[config.mk]
export PLATFORM = sky130hd
export DESIGN_NAME = pca_acc
export DESIGN_NICKNAME = d
export VERILOG_FILES = /design/src/rtl/core/pca_pkg.sv /design/src/rtl/core/pca_acc.sv
export SDC_FILE = /design/constraint.sdc
export NUM_CORES = 2
export LEC_CHECK = 0
export BUFFER_PORTS_ARGS = -buffer_cell sky130_fd_sc_hd__buf_4
export CAP_MARGIN = 30
export CORE_UTILIZATION = 40
export CTS_CLUSTER_DIAMETER = 40
export CTS_CLUSTER_SIZE = 10
export DETAILED_ROUTE_END_ITERATION = 8
export SETUP_SLACK_MARGIN = 0.1
export SKIP_CTS_REPAIR_TIMING = 1
export SLEW_MARGIN = 20
export SYNTH_ARGS = -nofsm -noshare
export SYNTH_HDL_FRONTEND = slang
export SYNTH_SLANG_ARGS = --single-unit
[constraint.sdc]
create_clock -name clk -period 5.1 [get_ports clk]
set_input_delay 0.51 -clock clk [delete_from_list [all_inputs] [get_ports clk]]
set_output_delay 0.51 -clock clk [all_outputs]
set_load 0.05 [all_outputs]
[src/rtl/core/pca_pkg.sv]
// ----------------------------------------------------------------------------
// pca_pkg
// Shared constants, codes and types for the Pearson correlation accumulator.
// ----------------------------------------------------------------------------
`default_nettype none

package pca_pkg;

	localparam int SAMPLE_WIDTH_DEF = 16;
	localparam int COUNT_WIDTH_DEF  = 16;

	localparam int CORR_WIDTH   = 16;
	localparam int STATUS_WIDTH = 2;
	localparam int SCOUNT_WIDTH = 16;

	// root search: 16 result bits, target scaled by 2^30
	localparam int ROOT_BITS   = 16;
	localparam int SCALE_SHIFT = 30;

	typedef logic [STATUS_WIDTH-1:0] status_t;
	localparam status_t ST_OK         = 2'd0;
	localparam status_t ST_DEGENERATE = 2'd1;
	localparam status_t ST_OVERFLOW   = 2'd2;

	typedef enum logic [6:0] {
		S_IDLE   = 7'b0000001,
		S_CHECK  = 7'b0000010,
		S_LAUNCH = 7'b0000100,
		S_WAIT   = 7'b0001000,
		S_VCHK   = 7'b0010000,
		S_FIN    = 7'b0100000,
		S_DONE   = 7'b1000000
	} state_t;

	// which product the shared multiplier is working on
	typedef enum logic [8:0] {
		OP_NXX  = 9'b000000001,
		OP_SXX  = 9'b000000010,
		OP_NYY  = 9'b000000100,
		OP_SYY  = 9'b000001000,
		OP_NXY  = 9'b000010000,
		OP_SXY  = 9'b000100000,
		OP_PROD = 9'b001000000,
		OP_CSQ  = 9'b010000000,
		OP_ROOT = 9'b100000000
	} step_t;

	typedef struct packed {
		logic start;
		logic done;
	} mul_hs_t;

endpackage

`default_nettype wire

[src/rtl/core/pca_acc.sv]
// ----------------------------------------------------------------------------
// pca_acc
// Pair count and exact running sums of x, y, xy, x^2 and y^2.
// ----------------------------------------------------------------------------
`default_nettype none

module pca_acc #(
	parameter int SAMPLE_WIDTH = 16,
	parameter int COUNT_WIDTH  = 16
) (
	input  wire                                     clk,
	input  wire                                     arst_n,
	input  wire                                     fire,
	input  wire  [SAMPLE_WIDTH-1:0]                 x,
	input  wire  [SAMPLE_WIDTH-1:0]                 y,
	input  wire                                     clear,
	output logic [COUNT_WIDTH-1:0]                  pair_count,
	output logic                                    overflow_seen,
	output logic [SAMPLE_WIDTH+COUNT_WIDTH-1:0]     sum_x,
	output logic [SAMPLE_WIDTH+COUNT_WIDTH-1:0]     sum_y,
	output logic [2*SAMPLE_WIDTH+COUNT_WIDTH-1:0]   sum_xy,
	output logic [2*SAMPLE_WIDTH+COUNT_WIDTH-1:0]   sum_xx,
	output logic [2*SAMPLE_WIDTH+COUNT_WIDTH-1:0]   sum_yy
);
	import pca_pkg::*;

	localparam int SXW = SAMPLE_WIDTH + COUNT_WIDTH;
	localparam int SPW = 2*SAMPLE_WIDTH + COUNT_WIDTH;
	localparam int PW  = 2*SAMPLE_WIDTH;

	logic [COUNT_WIDTH-1:0] count_q;
	logic                   ovf_q;
	logic [SXW-1:0]         sx_q, sy_q;
	logic [SPW-1:0]         sxy_q, sxx_q, syy_q;
	logic [PW-1:0]          pxy, pxx, pyy;
	logic                   take;

	assign pxy  = PW'($signed(x) * $signed(y));
	assign pxx  = PW'($signed(x) * $signed(x));
	assign pyy  = PW'($signed(y) * $signed(y));
	assign take = fire && !ovf_q && !(&count_q);

	always_ff @(posedge clk or negedge arst_n) begin
		if (!arst_n) begin
			count_q <= '0;
			ovf_q   <= 1'b0;
			sx_q    <= '0;
			sy_q    <= '0;
			sxy_q   <= '0;
			sxx_q   <= '0;
			syy_q   <= '0;
		end else if (clear) begin
			count_q <= '0;
			ovf_q   <= 1'b0;
			sx_q    <= '0;
			sy_q    <= '0;
			sxy_q   <= '0;
			sxx_q   <= '0;
			syy_q   <= '0;
		end else if (take) begin
			count_q <= count_q + 1'b1;
			sx_q    <= sx_q + {{(SXW-SAMPLE_WIDTH){x[SAMPLE_WIDTH-1]}}, x};
			sy_q    <= sy_q + {{(SXW-SAMPLE_WIDTH){y[SAMPLE_WIDTH-1]}}, y};
			sxy_q   <= sxy_q + {{(SPW-PW){pxy[PW-1]}}, pxy};
			sxx_q   <= sxx_q + {{(SPW-PW){pxx[PW-1]}}, pxx};
			syy_q   <= syy_q + {{(SPW-PW){pyy[PW-1]}}, pyy};
		end else if (fire && !ovf_q) begin
			// pair arriving at a full count
			ovf_q <= 1'b1;
		end
	end

	assign pair_count    = count_q;
	assign overflow_seen = ovf_q;
	assign sum_x         = sx_q;
	assign sum_y         = sy_q;
	assign sum_xy        = sxy_q;
	assign sum_xx        = sxx_q;
	assign sum_yy        = syy_q;

endmodule

`default_nettype wire

==> metrics.md <==
| Metric | Value |
|---|---|
| Status | finished with violations |
| Failing checks | hold timing, setup timing |
| Ratio of cells with drive above 1 in the final layout | between 30% and 40% |
| Crit path launch | x[8] |
| Wl on met1 | approximately 64 mm |
| Worst r2r src | sum_xy[0] |
| Slew HR | 37.9% |
| Least-Margin Pin Slew | roughly 0.93 ns |
| Starting Density | 40.6% |
| Die span in x | 343 um |
| Cell variety after synth | 85 |
| GRT Overall Usage | between 20% and 30% |
| Top FF cell, synth | dfrtp_1 |
| DPL Wire Length | approximately 120 mm |
| Met2 WL | ~70 mm |
| CP Max Fanout | 7 |
| CTS Buffer Depth | 3 |
| Final min period | 8.16 ns |
| Slowest stage delay, CP | 0.58 ns |
| Core Region | 115000 sq um |
| Most common cell after layout, fill and taps aside | buf_4 |
| CTS buffer count | 57 |
| Vias in the first global route | 43100 |
| Crit path launch type | primary input |
| Reg2reg setup slack | approximately 1.2 ns |
| Post-Syn Area | 46600 sq um |
| Slew Limit Fails | 0 |
| Final hold slack | -0.0652 ns |
| Initial antenna violation count | 4 |
| Nets | around 7900 |
| Crit path required time | 5.56 ns |
| Yosys top cell by area | fa_1 |
| Chip height | 343 um |
| Setup repair after global routing missed its margin | yes |
| Most frequent CP cell | fa_1 |
| Skew-Pair Late Insertion Delay | 0.65 ns |
| Seq cells post-synth | 225 |
| Mapped Cells | 5435 |
| Max layer used | met5 |
| Largest net degree at the start of global routing | between 100 and 150 |
| Layout area overhead | 38.3% |
| Synth async-reset ratio | 100% |
| EDFF count, synth | 0 |
| Reg clk slew, reported paths | 0.05 ns |
| Period utilisation layout | 160% |
| Post-synthesis net count | 6678 |
| DR DRC count | 0 |
| Crit path max-delay cell type | fa_1 |
| Peak Freq | 123 MHz |
| Syn Area/Cell | 8.57 sq um |
| Synth top area cells | fa_1 31%, ha_1 13%, dfrtp_1 12% |
| Grt total ovfl | 0 |
| Vias | 41700 |
| Worst reg-to-reg path cell count | 16 |
| Vias per cell | 5.07 |
| Gp weighted congestion | ~0.91 |
| Reg2reg end | sum_xy[44] |
| Commonest non-fill, non-tap cells in the layout | 1210 x buf_4, 934 x inv_1, 704 x fa_1 |
| Hold Path Class | primary input to async pin |
| Clock sink count | around 230 |
| IO Pins | approximately 260 |
| Skew final | 0.0394 ns |
| Initial DRT Pass Iterations | 5 |
| # diodes | 0 |
| # rows | 124 |
| # setup viols final | between 100 and 150 |
| WL final | 147 mm |
| CTS tree | built |
| First-pass GRT wire length | between 200 and 250 mm |
| 1st-iter DRT viols | 1843 |
| Final ANT Viol Nets | 0 |
| Wire length on met3 | about 6.9 mm |
| Arrival time at the worst endpoint | 8.62 ns |
| Root buffer cell | clkbuf_16 |
| Htree depth | 2 |
| PortBufs | 260 |
| Setup TNS | -238.30 ns |
| Top cell type's share of synthesized area | 31.4% |
| Seq/Total Area, Yosys | 12.1% |
| Die area | approximately 120000 sq um |
| Crit Path Category | primary input to flip-flop |
| Endpoint type of the worst setup path | flip-flop |
| Worst Setup EP | sum_xy[40] |
| Max-Cap Viols | 0 |
| Wire length per cell | between 15 and 20 um |
| Hold Violations, Final | 30 |
| Yosys warns | 0 |
| Worst slack, placed | -3.72 ns |
| Setup WS post-layout | -3.06 ns |
how the worst min path moves through the flow:
| stage | from | endpoint |
|---|---|---|
| CTS | arst_n | pair_count[2] |
| global placement | sum_yy[19] | sum_yy[19] |
| global route | arst_n | pair_count[15] |
| finish | arst_n | pair_count[11] |
| floorplan | arst_n | overflow_seen |
| detailed placement | sum_yy[19] | sum_yy[19] |
metal layers:
layer / track usage (%) / vias to the layer above
li1: - / 19900
met1: 33.0 / 20800
met2: 41.8 / 769
met3: 3.47 / 196
met4: 5.61 / 6
met5: 0 / -
state kept, by name (all words and copies together), names as in the netlist:
signal / flops
sum_y: 32
sum_yy: 48
pair_count: 16
sum_x: 32
sum_xy: 48
overflow_seen: 1
sum_xx: 48
per-stage QoR:
step	utilization [%]	hold slack, ns	cell area (sq um)	cells
global placement	51.1	0.505	58700	8021
detailed placement	51.1	0.515	58700	8021
finish	56.1	-0.0652	64400	8229
global route	56.1	0.00503	64400	8229
floorplan	-	0.214	48300	5435
CTS	52.9	-0.0297	60700	8129
cell usage after synthesis (13+ instances only):
| cell | n |
|---|---|
| a21o_1 | 138 |
| nand2b_1 | 30 |
| dfrtp_1 | 225 |
| o21bai_1 | 35 |
| o31ai_1 | 14 |
| a31o_2 | 13 |
| nor2b_1 | 36 |
| o21a_1 | 43 |
| clkbuf_1 | 183 |
| or3_1 | 31 |
| a2111oi_0 | 14 |
| o21ai_0 | 158 |
| a21oi_1 | 398 |
| nand4_1 | 34 |
| o211ai_1 | 16 |
| xor2_1 | 80 |
| nand3_1 | 63 |
| and3_1 | 27 |
| nor3_1 | 42 |
| nor2_1 | 299 |
| a211oi_1 | 38 |
| xnor2_1 | 206 |
| and2_1 | 162 |
| a31oi_1 | 25 |
| fa_1 | 731 |
| buf_1 | 17 |
| inv_1 | 980 |
| nand2_1 | 718 |
| ha_1 | 476 |
layout make-up:
class	instances	area, sq um
Sequential cell	225	5630
Clock buffer	69	1530
Fill cell	10300	50400
Multi-Input combinational cell	4021	39600
Inverter	989	3750
Clock inverter	39	531
Tap cell	1512	1890
Timing Repair Buffer	1374	11400
worst max-delay path, delay by kind of cell:
kind,cells,cell delay (ns)
xor gates and xnor gates,1,0.21
AOI/OAI and AO/OA,13,2.91
buffers and inverters,7,0.58
and+or+nand+nor,4,0.78
adders and majority gates,8,3.59
cells by family (layout without fill, tap and decap cells):
family | after synthesis | after routing | synth area share (%)
AOI/OAI and AO/OA | 1023 | 1023 | 14.0
xor gates and xnor gates | 286 | 286 | 5.38
adders and majority gates | 1207 | 1207 | 44.2
buffers and inverters | 1189 | 2471 | 9.59
DFF | 225 | 225 | 12.1
muxes | 9 | 9 | 0.226
and+or+nand+nor | 1496 | 1496 | 14.5
Power is not shown: default switching activity piles up to over one toggle a cycle in this logic, so the estimate is an artifact.
