$ cat config.mk
export PLATFORM = sky130hd
export DESIGN_NAME = pca_mul
export DESIGN_NICKNAME = d
export VERILOG_FILES = /design/src/rtl/core/pca_pkg.sv /design/src/rtl/core/pca_mul.sv
export SDC_FILE = /design/constraint.sdc
export NUM_CORES = 1
export LEC_CHECK = 0
export ABC_AREA = 1
export ABC_CLOCK_PERIOD_IN_PS = 11450
export BUFFER_PORTS_ARGS = -buffer_cell sky130_fd_sc_hd__buf_4
export CORE_ASPECT_RATIO = 1.75
export CORE_MARGIN = 2
export CORE_UTILIZATION = 60
export DETAILED_ROUTE_END_ITERATION = 8
export GPL_TIMING_DRIVEN = 0
export PLACE_DENSITY = 0.83
export SETUP_SLACK_MARGIN = 0.15
export SLEW_MARGIN = 20
export SYNTH_ARGS = -nofsm -noshare
export SYNTH_HDL_FRONTEND = slang
export SYNTH_SLANG_ARGS = --single-unit
$ cat constraint.sdc
create_clock -name clk -period 11.45 [get_ports clk]
set_input_delay 3.435 -clock clk [delete_from_list [all_inputs] [get_ports clk]]
set_output_delay 3.435 -clock clk [all_outputs]
set_load 0.005 [all_outputs]
$ cat src/rtl/core/pca_pkg.sv
// ----------------------------------------------------------------------------
// pca_pkg
// Shared constants, codes and types for the Pearson correlation accumulator.
// ----------------------------------------------------------------------------
`default_nettype none

package pca_pkg;

	localparam int SAMPLE_WIDTH_DEF = 16;
	localparam int COUNT_WIDTH_DEF  = 16;

	localparam int CORR_WIDTH   = 16;
	localparam int STATUS_WIDTH = 2;
	localparam int SCOUNT_WIDTH = 16;

	// root search: 16 result bits, target scaled by 2^30
	localparam int ROOT_BITS   = 16;
	localparam int SCALE_SHIFT = 30;

	typedef logic [STATUS_WIDTH-1:0] status_t;
	localparam status_t ST_OK         = 2'd0;
	localparam status_t ST_DEGENERATE = 2'd1;
	localparam status_t ST_OVERFLOW   = 2'd2;

	typedef enum logic [6:0] {
		S_IDLE   = 7'b0000001,
		S_CHECK  = 7'b0000010,
		S_LAUNCH = 7'b0000100,
		S_WAIT   = 7'b0001000,
		S_VCHK   = 7'b0010000,
		S_FIN    = 7'b0100000,
		S_DONE   = 7'b1000000
	} state_t;

	// which product the shared multiplier is working on
	typedef enum logic [8:0] {
		OP_NXX  = 9'b000000001,
		OP_SXX  = 9'b000000010,
		OP_NYY  = 9'b000000100,
		OP_SYY  = 9'b000001000,
		OP_NXY  = 9'b000010000,
		OP_SXY  = 9'b000100000,
		OP_PROD = 9'b001000000,
		OP_CSQ  = 9'b010000000,
		OP_ROOT = 9'b100000000
	} step_t;

	typedef struct packed {
		logic start;
		logic done;
	} mul_hs_t;

endpackage

`default_nettype wire

$ cat src/rtl/core/pca_mul.sv
// ----------------------------------------------------------------------------
// pca_mul
// Shared shift-add multiplier, one multiplier bit per cycle, modulo 2^W.
// ----------------------------------------------------------------------------
`default_nettype none

module pca_mul #(
	parameter int MUL_W = 160
) (
	input  wire              clk,
	input  wire              arst_n,
	input  wire              start,
	input  wire [MUL_W-1:0]  a,
	input  wire [MUL_W-1:0]  b,
	output logic             done,
	output logic [MUL_W-1:0] product
);
	import pca_pkg::*;

	logic             busy_q;
	logic [MUL_W-1:0] a_q;
	logic [MUL_W-1:0] b_q;
	logic [MUL_W-1:0] acc_q;

	// finished once no multiplier bits remain
	assign done    = busy_q && (b_q == '0);
	assign product = acc_q;

	always_ff @(posedge clk or negedge arst_n) begin
		if (!arst_n) begin
			busy_q <= 1'b0;
		end else if (start) begin
			busy_q <= 1'b1;
		end else if (done) begin
			busy_q <= 1'b0;
		end
	end

	always_ff @(posedge clk) begin
		if (start) begin
			a_q   <= a;
			b_q   <= b;
			acc_q <= '0;
		end else if (busy_q && !done) begin
			if (b_q[0]) begin
				acc_q <= acc_q + a_q;
			end
			a_q <= a_q << 1;
			b_q <= b_q >> 1;
		end
	end

endmodule

`default_nettype wire

==> results of run 1 <==
## through the flow
| step | util [%] | std cells |
|---|---|---|
| 2_1_floorplan | - | 6086 |
| 3_3_place_gp | 68.36 | 7361 |
| 3_5_place_dp | 68.52 | 7364 |
| 4_1_cts | 70.95 | 7448 |
## cells by family after synthesis
| group | Yosys count |
|---|---|
| xor+xnor | 79 |
| buf+inv | 1384 |
| compound gates | 548 |
| simple gates | 3434 |
| flops | 481 |
| fa+ha+maj | 160 |
## Yosys cell counts (23+ instances only)
cell type  count
o21ai_0      182
nor4_1        24
xor2_1        52
nand4_1       29
nand3_1      174
nor2_1       484
nor2_2        31
ha_1         159
xnor2_1       27
a21oi_1      332
dfxtp_1      160
edfxtp_1     320
inv_1       1248
nand2_1     2616
nand3_2       24
clkbuf_1      90
nor3_1        23
## per-layer routing
layer | GRT overflow | global-route usage, %
met4 | 12 | 66.88
met1 | 1 | 56.09
met5 | 0 | 2.041
met3 | 0 | 28.05
met2 | 18 | 87.52
==> flow_summary.yaml, run 1 <==
status:
  status: "aborted with a tool error"
  haltStage: "global routing (5_1_grt)"
  error: "[ERROR GRT-0116] Global routing finished with congestion. Check the congestion regions in the DRC Viewer."
logic_synthesis:
  synth_top_family_by_area: "simple AND/OR/NAND/NOR gates"
  ys_seq_area_share_pct: 34.45
  netlist_area_mm2: 0.03726
  synthesis.nets: 6569
  ys.warnings.count: 0
  synthTopCellsByArea: "nand2_1, edfxtp_1, inv_1"
  syn_inst: 6086
  synth_top_area_cell: "nand2_1"
  ys.flop_type: "edfxtp_1"
  async_reset_ff_share_pct: 0.2079
  synth_edf_count: 320
  synth_top_cell_area_share_pct: 26.35
  synth_compound_area_share_pct: 7.529
  synthAdderAreaFrac_pct: 5.393
  synth-simple-area-share_pct: 36.49
  ys_types: 42
  yosys_register_bits: 481
  syn_area_per_cell_um2: 6.122
  synth_xor_area_share_pct: 1.857
  synthMuxAreaShare_pct: 0
clocking:
  ctsHoldBuffers: 0
  clock-sinks: 481
  cts_buffers: 45
  postCtsSetupRepairBufs: 0
  cts_resized: 0
  cts_max_path_buffers: 3
  cts_max_level: 2
  cts_root_buf: "clkbuf_16"
floorplanning:
  die_h_um: 333.7
  io_pins: 484
  num_rows: 120
  initial_core_util_pct: 60.83
  fp.dieW_um: 192.4
placed_design:
  place_ws_ps: 4879
  io_buffers: 482
  hpwlAfterDp_um: 135100
  place_area_mm2: 0.04197
  gp_congestion: 1.186
grt:
  grt_max_degree: 102
  grt_pass1_wl_um: 276700
  overflow: 31
  grtUsageTotal_pct: 59.26
  grt_pass1_vias: 43647
==> run 2, diff against run 1 <==
Settings changed: CORE_ASPECT_RATIO 1.75 to unset, CORE_UTILIZATION 60 to 40, PLACE_DENSITY 0.83 to unset, PLACE_DENSITY_LB_ADDON set to 0.15, SETUP_SLACK_MARGIN 0.15 to unset.
==> flow_summary.yaml, run 2 <==
placed_design:
  gp_congestion: 1.038
  io_buffers: 482
  dpl.cell_count: 7815
  hpwlAfterDp_um: 133300
routing:
  drtPass1Iterations: 8
  routed_wl_um: 156600
  top_layer: "met5"
  wl_per_cell_um: 19.76
  wl_met3_um: 12330
  drtIter0Drc: 3184
  viasPerCell: 4.892
  route.met2.wl_um: 67280
  drc: 0
  wl_met1_um: 72440
  vias: 38757
  antenna_left: 0
pwr:
  ir_drop_mv: 0.1269
  sw_frac_of_total_pct: 37.07
  p_leak_uw: 0.02417
  power_frac_comb_pct: 32.6
  pwr-share-clk_pct: 30.7
  p_seq_share_pct: 36.7
  p_int_uw: 3749
  cellPowerDensity_mw_per_mm2: 134.1
  p_sw_uw: 2208
logic_synthesis:
  synth_top_cell_area_share_pct: 26.35
  ys_seq_area_share_pct: 34.45
  ys.warnings.count: 0
  synth_edf_count: 320
  yosys_register_bits: 481
  syn_area_per_cell_um2: 6.122
  synth_top_area_cell: "nand2_1"
  netlist_area_mm2: 0.03726
  ys_types: 42
  ys.flop_type: "edfxtp_1"
  syn_inst: 6086
  yosysMostFrequentCell: "nand2_1"
  synthTopCellsByArea: "nand2_1, edfxtp_1, inv_1"
  synthesis.nets: 6569
  synth_common_cells: "nand2_1, inv_1, nor2_1"
  async_reset_ff_share_pct: 0.2079
clocking:
  cts_max_level: 2
  cts_root_buf: "clkbuf_16"
  worstSkewPairLatency_ps: 690
  clock-sinks: 481
  postCtsSetupRepairBufs: 0
  cts.clk_slew.worst_paths_ps: 60
  cts_buffers: 56
  tritoncts: "built"
  ctsHoldBuffers: 0
  cts_max_path_buffers: 3
  cts_resized: 0
critical_path:
  crit_chain: "nor4_1, nand2_1, nor3_1, nand2_1, nor2_1, nand2_1, nor2_1, buf_4"
  reg2reg_to: "product[156]"
  timing.rr.start: "product[0]"
  worstSetupPathType: "reg2out"
  cp-start-kind: "flip-flop"
  critPathMaxFanout: 3
  required_ps: 8020
  end_kind: "output pin"
  slowest_delay_ps: 410
  critPathSlowestCell: "edfxtp_1"
  arrival_ps: 2450
  ff2ff_setup_slack_ps: 7910
  crit_top_cell: "nand2_1"
  reg2reg_depth: 16
hold_path:
  worstHoldStart: "product[35]"
  hold_end: "product[35]"
  min_path_type: "reg2reg"
  min_path_cells: 2
timing:
  drv_slew: 0
  max_freq_mhz: 170.0
  hold_viol_final: 0
  fin_skew_ps: 49.98
  slew_headroom_pct: 28.64
  tightestPinTransition_ps: 1070
  period_share_pct: 51.38
  final.min_clock_period_ps: 5883
  setup_viol: 0
  rsz0062_at_grt: "no"
  fin_setup_tns_ps: 0
floorplanning:
  die_h_um: 309.2
  fp.dieW_um: 309.2
  io_pins: 484
  initial_core_util_pct: 40.53
  coreArea_mm2: 0.09194
  num_rows: 111
  dieArea_mm2: 0.09561
grt:
  antenna_found_initial: 3
  grtUsageTotal_pct: 32.23
  overflow: 0
  grt_pass1_vias: 36399
  grt_pass1_wl_um: 227100
  grt_max_degree: 93
final_layout:
  fin_nets: 7113
  final_cells: 7923
  final_common_cell: "nand2_1"
  area_growth_pct: 19.27
  drive_gt1_share_pct: 10.36
  final_cell_mix: "nand2_1, inv_1, buf_4"
status:
  status: "finished, final reports clean"
flow_run:
  max_cap_viol_count: 0
[run 2: critical path: cells and delay by family, from the launching register on]
family | cells | cell delay (ps)
buffers and inverters | 1 | 130
AND/OR/NAND/NOR | 7 | 1220
flip-flops | 1 | 410
[run 2: final cells by class]
type | count | area [um^2]
flip-flops and latches | 481 | 12840
fillers | 10125 | 47500
clock inverters | 18 | 205.2
repair buffers | 486 | 3729
plain buffers | 122 | 590.6
multi-input cells | 4221 | 19120
clock buffers | 87 | 1660
diodes | 3 | 7.507
inverters | 1262 | 4737
well taps | 1243 | 1555
[run 2: power groups by stage]
stage | combinational [uW] | sequential (uW) | clock [uW]
after global placement | 1900 | 2220 | 0
after CTS | 1920 | 2190 | 1860
after floorplan | 1140 | 2170 | 0
after global routing | 2150 | 2210 | 1930
final | 1940 | 2190 | 1830
after detailed placement | 1910 | 2220 | 0
[run 2: how the worst max path moves through the flow]
stage	slack, ps	cells past startpoint	startpoint	to
2_1_floorplan	3170	4	start	a_q[0]
3_3_place_gp	510	4	start	a_q[77]
3_5_place_dp	5110	6	start	a_q[72]
4_1_cts	5490	8	b_q[135]	done
5_1_grt	5440	8	b_q[27]	done
6_report	5570	8	b_q[135]	done
[run 2: through the flow]
| step | util [%] | power [uW] | instance area (um^2) | hold WS (ps) | setup WS (ps) |
|---|---|---|---|---|---|
| after floorplan | - | 3312 | 37260 | 476.5 | 3172 |
| after global placement | 46.16 | 4115 | 42440 | 476.6 | 507.9 |
| after detailed placement | 46.30 | 4127 | 42570 | 483.3 | 5105 |
| after CTS | 48.33 | 5966 | 44430 | 492.4 | 5486 |
| after global routing | 48.33 | 6281 | 44430 | 510.1 | 5443 |
| final | 48.34 | 5958 | 44440 | 493.0 | 5567 |
[run 2: layer usage]
layer,track usage [%],vias up
met5,0,-
li1,-,19514
met3,5.241,172
met4,9.099,4
met1,45.84,17758
met2,50.29,1309
[run 2: cell families after synthesis]
kind of cell             count (synthesis)  share of synthesized area [%]
XOR/XNOR                                79                          1.857
flip-flops                             481                          34.45
adder cells (fa/ha/maj)                160                          5.393
AO/OA/AOI/OAI                          548                          7.529
buffers and inverters                 1384                          14.28
AND/OR/NAND/NOR                       3434                          36.49
Note: power is estimated with default switching activity, not from simulation.
