### src/rtl/core/pca_pkg.sv
// ----------------------------------------------------------------------------
// pca_pkg
// Shared constants, codes and types for the Pearson correlation accumulator.
// ----------------------------------------------------------------------------
`default_nettype none

package pca_pkg;

	localparam int SAMPLE_WIDTH_DEF = 16;
	localparam int COUNT_WIDTH_DEF  = 16;

	localparam int CORR_WIDTH   = 16;
	localparam int STATUS_WIDTH = 2;
	localparam int SCOUNT_WIDTH = 16;

	// root search: 16 result bits, target scaled by 2^30
	localparam int ROOT_BITS   = 16;
	localparam int SCALE_SHIFT = 30;

	typedef logic [STATUS_WIDTH-1:0] status_t;
	localparam status_t ST_OK         = 2'd0;
	localparam status_t ST_DEGENERATE = 2'd1;
	localparam status_t ST_OVERFLOW   = 2'd2;

	typedef enum logic [6:0] {
		S_IDLE   = 7'b0000001,
		S_CHECK  = 7'b0000010,
		S_LAUNCH = 7'b0000100,
		S_WAIT   = 7'b0001000,
		S_VCHK   = 7'b0010000,
		S_FIN    = 7'b0100000,
		S_DONE   = 7'b1000000
	} state_t;

	// which product the shared multiplier is working on
	typedef enum logic [8:0] {
		OP_NXX  = 9'b000000001,
		OP_SXX  = 9'b000000010,
		OP_NYY  = 9'b000000100,
		OP_SYY  = 9'b000001000,
		OP_NXY  = 9'b000010000,
		OP_SXY  = 9'b000100000,
		OP_PROD = 9'b001000000,
		OP_CSQ  = 9'b010000000,
		OP_ROOT = 9'b100000000
	} step_t;

	typedef struct packed {
		logic start;
		logic done;
	} mul_hs_t;

endpackage

`default_nettype wire

### src/rtl/core/pca_seq.sv
// ----------------------------------------------------------------------------
// pca_seq
// Sequencer: drives the shared multiplier through the variance, covariance
// and square-root search steps and holds the result register.
// ----------------------------------------------------------------------------
`default_nettype none

module pca_seq #(
	parameter int SAMPLE_WIDTH = 16,
	parameter int COUNT_WIDTH  = 16,
	parameter int MUL_W        = 160
) (
	input  wire                                     clk,
	input  wire                                     arst_n,
	input  wire                                     in_fire,
	input  wire                                     in_last,
	input  wire  [COUNT_WIDTH-1:0]                  pair_count,
	input  wire                                     overflow_seen,
	input  wire  [SAMPLE_WIDTH+COUNT_WIDTH-1:0]     sum_x,
	input  wire  [SAMPLE_WIDTH+COUNT_WIDTH-1:0]     sum_y,
	input  wire  [2*SAMPLE_WIDTH+COUNT_WIDTH-1:0]   sum_xy,
	input  wire  [2*SAMPLE_WIDTH+COUNT_WIDTH-1:0]   sum_xx,
	input  wire  [2*SAMPLE_WIDTH+COUNT_WIDTH-1:0]   sum_yy,
	output logic                                    acc_clear,
	output pca_pkg::mul_hs_t                        mul_hs_start,
	input  pca_pkg::mul_hs_t                        mul_hs_done,
	output logic [MUL_W-1:0]                        mul_a,
	output logic [MUL_W-1:0]                        mul_b,
	input  wire  [MUL_W-1:0]                        mul_product,
	output logic                                    in_stall,
	output logic                                    out_valid,
	input  wire                                     out_stall,
	output logic [pca_pkg::CORR_WIDTH-1:0]          correlation,
	output logic [pca_pkg::STATUS_WIDTH-1:0]        status,
	output logic [pca_pkg::SCOUNT_WIDTH-1:0]        sample_count
);
	import pca_pkg::*;

	localparam int SXW = SAMPLE_WIDTH + COUNT_WIDTH;
	localparam int SPW = 2*SAMPLE_WIDTH + COUNT_WIDTH;
	localparam int RBW = $clog2(ROOT_BITS);
	localparam int TTW = 2*ROOT_BITS;

	state_t                 state_q;
	step_t                  step_q;
	logic [MUL_W-1:0]       tmp_q, vx_q, vy_q;
	logic                   c_neg_q;
	logic [ROOT_BITS-1:0]   m_q;
	logic [RBW-1:0]         bit_q;
	logic [CORR_WIDTH-1:0]  corr_q;
	status_t                status_q;
	logic                   out_valid_q;
	logic [CORR_WIDTH-1:0]  out_corr_q;
	status_t                out_status_q;
	logic [SCOUNT_WIDTH-1:0] out_count_q;

	logic [MUL_W-1:0]       n_ext, sx_ext, sy_ext, sxy_ext, sxx_ext, syy_ext;
	logic [MUL_W-1:0]       diff;
	logic [ROOT_BITS-1:0]   trial;
	logic [TTW-1:0]         trial_sq;
	logic [ROOT_BITS:0]     mag;
	logic [CORR_WIDTH-1:0]  corr_next;
	logic [SCOUNT_WIDTH-1:0] count_out;
	logic                   load_out;

	assign n_ext   = {{(MUL_W-COUNT_WIDTH){1'b0}}, pair_count};
	assign sx_ext  = {{(MUL_W-SXW){sum_x[SXW-1]}}, sum_x};
	assign sy_ext  = {{(MUL_W-SXW){sum_y[SXW-1]}}, sum_y};
	assign sxy_ext = {{(MUL_W-SPW){sum_xy[SPW-1]}}, sum_xy};
	assign sxx_ext = {{(MUL_W-SPW){sum_xx[SPW-1]}}, sum_xx};
	assign syy_ext = {{(MUL_W-SPW){sum_yy[SPW-1]}}, sum_yy};

	assign diff     = tmp_q - mul_product;
	assign trial    = m_q | (ROOT_BITS'(1) << bit_q);
	assign trial_sq = TTW'(trial * trial);

	always_comb begin
		case (step_q)
			OP_NXX:  begin mul_a = n_ext;  mul_b = sxx_ext; end
			OP_SXX:  begin mul_a = sx_ext; mul_b = sx_ext;  end
			OP_NYY:  begin mul_a = n_ext;  mul_b = syy_ext; end
			OP_SYY:  begin mul_a = sy_ext; mul_b = sy_ext;  end
			OP_NXY:  begin mul_a = n_ext;  mul_b = sxy_ext; end
			OP_SXY:  begin mul_a = sx_ext; mul_b = sy_ext;  end
			OP_PROD: begin mul_a = vx_q;   mul_b = vy_q;    end
			OP_CSQ:  begin mul_a = tmp_q;  mul_b = tmp_q;   end
			OP_ROOT: begin mul_a = vx_q;   mul_b = {{(MUL_W-TTW){1'b0}}, trial_sq}; end
			default: begin mul_a = '0;     mul_b = '0;      end
		endcase
	end

	// magnitude clipped to 1.0, then signed Q1.15
	always_comb begin
		mag = (m_q > ROOT_BITS'(32768)) ? (ROOT_BITS+1)'(32768) : {1'b0, m_q};
		if (c_neg_q) begin
			corr_next = CORR_WIDTH'((ROOT_BITS+1)'(65536) - mag);
		end else if (mag > (ROOT_BITS+1)'(32767)) begin
			corr_next = CORR_WIDTH'(32767);
		end else begin
			corr_next = CORR_WIDTH'(mag);
		end
	end

	generate
		if (COUNT_WIDTH >= SCOUNT_WIDTH) begin : g_cnt_trunc
			assign count_out = pair_count[SCOUNT_WIDTH-1:0];
		end else begin : g_cnt_ext
			assign count_out = {{(SCOUNT_WIDTH-COUNT_WIDTH){1'b0}}, pair_count};
		end
	endgenerate

	assign load_out             = (state_q == S_DONE) && (!out_valid_q || !out_stall);
	assign acc_clear            = load_out;
	assign in_stall             = (state_q != S_IDLE);
	assign mul_hs_start.start   = (state_q == S_LAUNCH);
	assign mul_hs_start.done    = 1'b0;

	always_ff @(posedge clk or negedge arst_n) begin
		if (!arst_n) begin
			state_q <= S_IDLE;
			step_q  <= OP_NXX;
		end else begin
			unique case (state_q)
				S_IDLE: begin
					if (in_fire && in_last) begin
						state_q <= S_CHECK;
					end
				end
				S_CHECK: begin
					if (overflow_seen || pair_count < COUNT_WIDTH'(2)) begin
						state_q <= S_DONE;
					end else begin
						step_q  <= OP_NXX;
						state_q <= S_LAUNCH;
					end
				end
				S_LAUNCH: state_q <= S_WAIT;
				S_WAIT: begin
					if (mul_hs_done.done) begin
						unique case (step_q)
							OP_NXX:  begin step_q <= OP_SXX;  state_q <= S_LAUNCH; end
							OP_SXX:  begin step_q <= OP_NYY;  state_q <= S_LAUNCH; end
							OP_NYY:  begin step_q <= OP_SYY;  state_q <= S_LAUNCH; end
							OP_SYY:  state_q <= S_VCHK;
							OP_NXY:  begin step_q <= OP_SXY;  state_q <= S_LAUNCH; end
							OP_SXY:  begin step_q <= OP_PROD; state_q <= S_LAUNCH; end
							OP_PROD: begin step_q <= OP_CSQ;  state_q <= S_LAUNCH; end
							OP_CSQ:  begin step_q <= OP_ROOT; state_q <= S_LAUNCH; end
							OP_ROOT: state_q <= (bit_q == '0) ? S_FIN : S_LAUNCH;
							default: state_q <= S_IDLE;
						endcase
					end
				end
				S_VCHK: begin
					if (vx_q == '0 || vy_q == '0) begin
						state_q <= S_DONE;
					end else begin
						step_q  <= OP_NXY;
						state_q <= S_LAUNCH;
					end
				end
				S_FIN: state_q <= S_DONE;
				S_DONE: begin
					if (load_out) begin
						state_q <= S_IDLE;
					end
				end
				default: state_q <= S_IDLE;
			endcase
		end
	end

	// datapath registers
	always_ff @(posedge clk) begin
		unique case (state_q)
			S_CHECK: begin
				corr_q   <= '0;
				status_q <= overflow_seen ? ST_OVERFLOW :
				            (pair_count < COUNT_WIDTH'(2)) ? ST_DEGENERATE : ST_OK;
			end
			S_VCHK: begin
				if (vx_q == '0 || vy_q == '0) begin
					status_q <= ST_DEGENERATE;
				end
			end
			S_WAIT: begin
				if (mul_hs_done.done) begin
					case (step_q)
						OP_NXX, OP_NYY, OP_NXY: tmp_q <= mul_product;
						OP_SXX:  vx_q <= diff;
						OP_SYY:  vy_q <= diff;
						OP_SXY: begin
							tmp_q   <= diff;
							c_neg_q <= diff[MUL_W-1];
						end
						OP_PROD: vx_q <= mul_product;
						OP_CSQ: begin
							vy_q  <= mul_product << SCALE_SHIFT;
							m_q   <= '0;
							bit_q <= RBW'(ROOT_BITS-1);
						end
						OP_ROOT: begin
							if (mul_product <= vy_q) begin
								m_q <= trial;
							end
							bit_q <= bit_q - 1'b1;
						end
						default: ;
					endcase
				end
			end
			S_FIN: corr_q <= corr_next;
			default: ;
		endcase
	end

	always_ff @(posedge clk or negedge arst_n) begin
		if (!arst_n) begin
			out_valid_q <= 1'b0;
		end else if (load_out) begin
			out_valid_q <= 1'b1;
		end else if (!out_stall) begin
			out_valid_q <= 1'b0;
		end
	end

	always_ff @(posedge clk) begin
		if (load_out) begin
			out_corr_q   <= corr_q;
			out_status_q <= status_q;
			out_count_q  <= count_out;
		end
	end

	assign out_valid    = out_valid_q;
	assign correlation  = out_corr_q;
	assign status       = out_status_q;
	assign sample_count = out_count_q;

endmodule

`default_nettype wire

### config.mk
export PLATFORM = sky130hd
export DESIGN_NAME = pca_seq
export DESIGN_NICKNAME = d
export VERILOG_FILES = /design/src/rtl/core/pca_pkg.sv /design/src/rtl/core/pca_seq.sv
export SDC_FILE = /design/constraint.sdc
export NUM_CORES = 2
export LEC_CHECK = 0
export BUFFER_PORTS_ARGS = -buffer_cell sky130_fd_sc_hd__buf_2
export CAP_MARGIN = 20
export CELL_PAD_IN_SITES_DETAIL_PLACEMENT = 1
export CELL_PAD_IN_SITES_GLOBAL_PLACEMENT = 2
export CORE_ASPECT_RATIO = 0.7
export CORE_MARGIN = 2
export CORE_UTILIZATION = 36
export CTS_CLUSTER_DIAMETER = 60
export DETAILED_ROUTE_END_ITERATION = 12
export PLACE_DENSITY = 0.88
export SLEW_MARGIN = 20
export SYNTH_ARGS = -nofsm -noshare
export SYNTH_HDL_FRONTEND = slang
export SYNTH_SLANG_ARGS = --single-unit
### constraint.sdc
create_clock -name clk -period 12.4 [get_ports clk]
set_clock_uncertainty 0.2 [all_clocks]
set_input_delay 2.48 -clock clk [delete_from_list [all_inputs] [get_ports clk]]
set_output_delay 2.48 -clock clk [all_outputs]
set_load 0.05 [all_outputs]
==> results.md <==
- Status: complete, no violations
- Vias per inst: around 6.4
- Power share of the clock group: 0.209
- Pin count of the biggest net entering global routing: 179
- Cell variety after synth: 89
- Layout area overhead: 16.2%
- Power Internal: around 5.0 mW
- H-tree levels: 3
- Flop2flop setup slack: around 6.2 ns
- Layout cells sized above 1: 0.153
- Post-synthesis sequential area ratio: 0.332
- Slew @ Worst Pin: 1.39 ns
- Sequential power share: 0.199
- Synth top area cells: edfxtp_1 (32%), ha_1 (10%), fa_1 (6.4%)
- Number of global-route vias before repair: approximately 53000
- Largest fanout on the critical path: 15
- Maximum VDD drop: 0.220 mV
- PD cells: between 150 and 200 nW/um^2
- Grt ovf: 0
- Yosys warns: 0
- Yosys top cell by area: edfxtp_1
- Root buf cell: clkbuf_16
- Most frequent CP cell: fa_1
- Setup bufs post-CTS: 0
- Pwr Total: roughly 11 mW
- FMAX: approximately 84 MHz
- Worst slew margin: 0.0620
- Worst path slowest cell: a21o_1
- Post-synth EDFFs: approximately 550
- Hold Path End: correlation[12]$_DFFE_PP_
- Top-count cell post-synth: nand2_1
- Psw: between 6 and 7 mW
- Wirelength per Cell: approximately 35 microns
- Crit path depth: 26
- Die height: about 320 microns
- Post-Syn Area per Cell: 8.63 sq um
- Worst-path clk slew: 0.06 ns
- DRT Wirelength: ~290000 microns
- Design Area, Final: about 60000 sq um
- Final Hold Fails: 0
- Final Setup Violations: 0
- Post-place instance area: 56900 sq um
- Minimum clock period: around 12 ns
- Worst hold start: corr_q[12]$_SDFFCE_PN0P_
- Worst path max stage delay: about 0.62 ns
- Main flop type after synthesis: edfxtp_1
- Worst r2r src: tmp_q[4]$_DFFE_PP_
- CP bufs+invs: 5
- DRC Markers: 0
- Ys async rst share: 0.0298
- Crit path required time: between 9 and 10 ns
- Horiz. Die Dim: 455 microns
- Crit start category: flop
- Num ports: around 750
- Slew Viols, Final: 0
- CP arrival: about 9.2 ns
- First-pass GRT wire length: ~400000 microns
- CTS Sinks: 570
- Worst skew pair latency: roughly 0.72 ns
- Commonest cells post-synth: nand2_1 (845), inv_1 (627), o21ai_0 (614), edfxtp_1 (553), ha_1 (421)
- MaxCap Viol Count: 0
- Via count: 54200
- Hold Crit Depth: 0
- Number of CTS-inserted buffers: 76
- Synth top area share: 0.324
- Nature of the critical path endpoint: output pin
- Post-synthesis instance total: between 5000 and 6000
- Site Rows: roughly 120
- RSZ-0062 raised after global routing: false
- Cell family with most CP delay: adder cells
- Nets: ~7500
- Leak Pwr: approximately 26 nW
- Port bufs: 748
- Synthesized Nets: 6921
- Sw frac: 0.557
- Period utilization: 0.961
- Setup CP Type: flop to output pin
- Initial antenna violation count: between 50 and 60
- Comb power frac: 0.592
- Drt pass-1 iters: 8
- Final ANT Viol Nets: 0
- Worst Reg-to-Reg Cells: 13
- Flops & latches, synth: between 500 and 600
- Worst Hold Class: flop to flop
- DIE AREA: approximately 150000 sq um
- Initial DRC count: about 8000
- Core Box Area: 141000 sq um
- Fin Setup TNS: 0 ns
- DP HPWL: about 240000 microns
- CTS tree: done
- Clock Path Buffers: 3
- GRT Util Overall: 0.393
- Capturing point of the worst reg2reg path: vy_q[159]$_DFFE_PP_
- Mapped cell area: just over 50000 sq um
- Placer Congestion: approximately 1.0
- Starting density of the core: 0.364
area by class of cell:
class	count	area, sq um
Sequential cell	570	17000
Multi-Input combinational cell	4403	30900
Tap cell	1872	2340
Antenna cell	26	65.1
Fill cell	16700	81400
Clock inverter	52	553
Inverter	633	2380
Clock buffer	87	2020
Timing Repair Buffer	820	4360
registers in the layout (all words and copies together) (netlist names), 2 cells and up:
signal / count
bit_q: 4
corr_q: 16
correlation: 16
m_q: 16
sample_count: 16
state_q: 7
status: 2
status_q: 2
step_q: 9
tmp_q: 160
vx_q: 160
vy_q: 160
power by group through the flow:
| stage | combinational, mW | sequential, mW | clock [mW] |
|---|---|---|---|
| floorplan | 4.41 | 2.29 | 0 |
| global placement | 6.51 | 2.29 | 0 |
| detailed placement | 6.56 | 2.29 | 0 |
| CTS | 6.58 | 2.25 | 2.37 |
| global route | 6.81 | 2.26 | 2.44 |
| finish | 6.70 | 2.25 | 2.36 |
per-stage QoR:
step | setup slack, ns | hold WS [ns] | utilization | std cells
finish | 0.490 | 0.219 | 0.423 | 8463
global route | 0.00175 | 0.228 | 0.423 | 8453
CTS | 0.660 | 0.221 | 0.422 | 8436
detailed placement | 1.48 | 0.206 | 0.404 | 8297
global placement | 1.54 | 0.205 | 0.404 | 8297
floorplan | 1.11 | 0.200 | - | 5943
cells in the final DEF, fill, tap and decap left out, types with 36 or more instances in the layout:
cell and count:
a222oi_1 72, inv_1 627, o21bai_1 59, ha_1 421, buf_2 748, nand4_1 137, nor3_1 61, nor4_1 97
a221o_1 258, edfxtp_1 553, nand3_1 71, nor2b_1 36, a21o_1 143, xnor2_1 114, nor2_1 358, a21oi_1 358
fa_1 165, xor2_1 81, clkbuf_16 79, nand2_1 843, o21a_1 37, o21ai_1 41, buf_4 65, o21ai_0 614
worst max path at each step:
stage	slack (ns)	startpoint	to
after floorplan	1.11	mul_hs_done[0]	vx_q[0]$_DFFE_PP_
after detailed placement	1.48	bit_q[2]$_SDFFCE_PN1P_	mul_b[31]
final	0.49	bit_q[2]$_SDFFCE_PN1P_	mul_b[28]
after CTS	0.66	bit_q[2]$_SDFFCE_PN1P_	mul_b[28]
after global routing	0.002	bit_q[0]$_SDFFCE_PN1P_	mul_b[28]
after global placement	1.54	bit_q[2]$_SDFFCE_PN1P_	mul_b[31]
timing repair:
item / CTS / global route
hold endpoints to repair: 0 / 0
resized for setup: 0 / 1
setup endpoints to repair: 0 / 2
hold buffers: 0 / 0
logic make-up (layout without fill, tap and decap cells):
| family | Yosys count | in the layout | synth area share |
|---|---|---|---|
| xor+xnor | 195 | 195 | 0.0333 |
| other cells | 1 | 27 | 0.0000731 |
| mux | 7 | 7 | 0.00141 |
| simple gates | 1757 | 1757 | 0.154 |
| flops | 570 | 570 | 0.332 |
| fa+ha+maj | 586 | 586 | 0.167 |
| compound gates | 1857 | 1857 | 0.241 |
| buf+inv | 970 | 1592 | 0.0711 |
metal layers:
| metal | vias to the layer above | part of all wire | track usage |
|---|---|---|---|
| met5 | - | 0.00052 | 0 |
| met4 | 26 | 0.052 | 0.175 |
| met3 | 532 | 0.13 | 0.124 |
| met2 | 3312 | 0.40 | 0.539 |
| met1 | 27500 | 0.42 | 0.557 |
| li1 | 22900 | - | - |
Note: power is estimated with default switching activity, not from simulation.
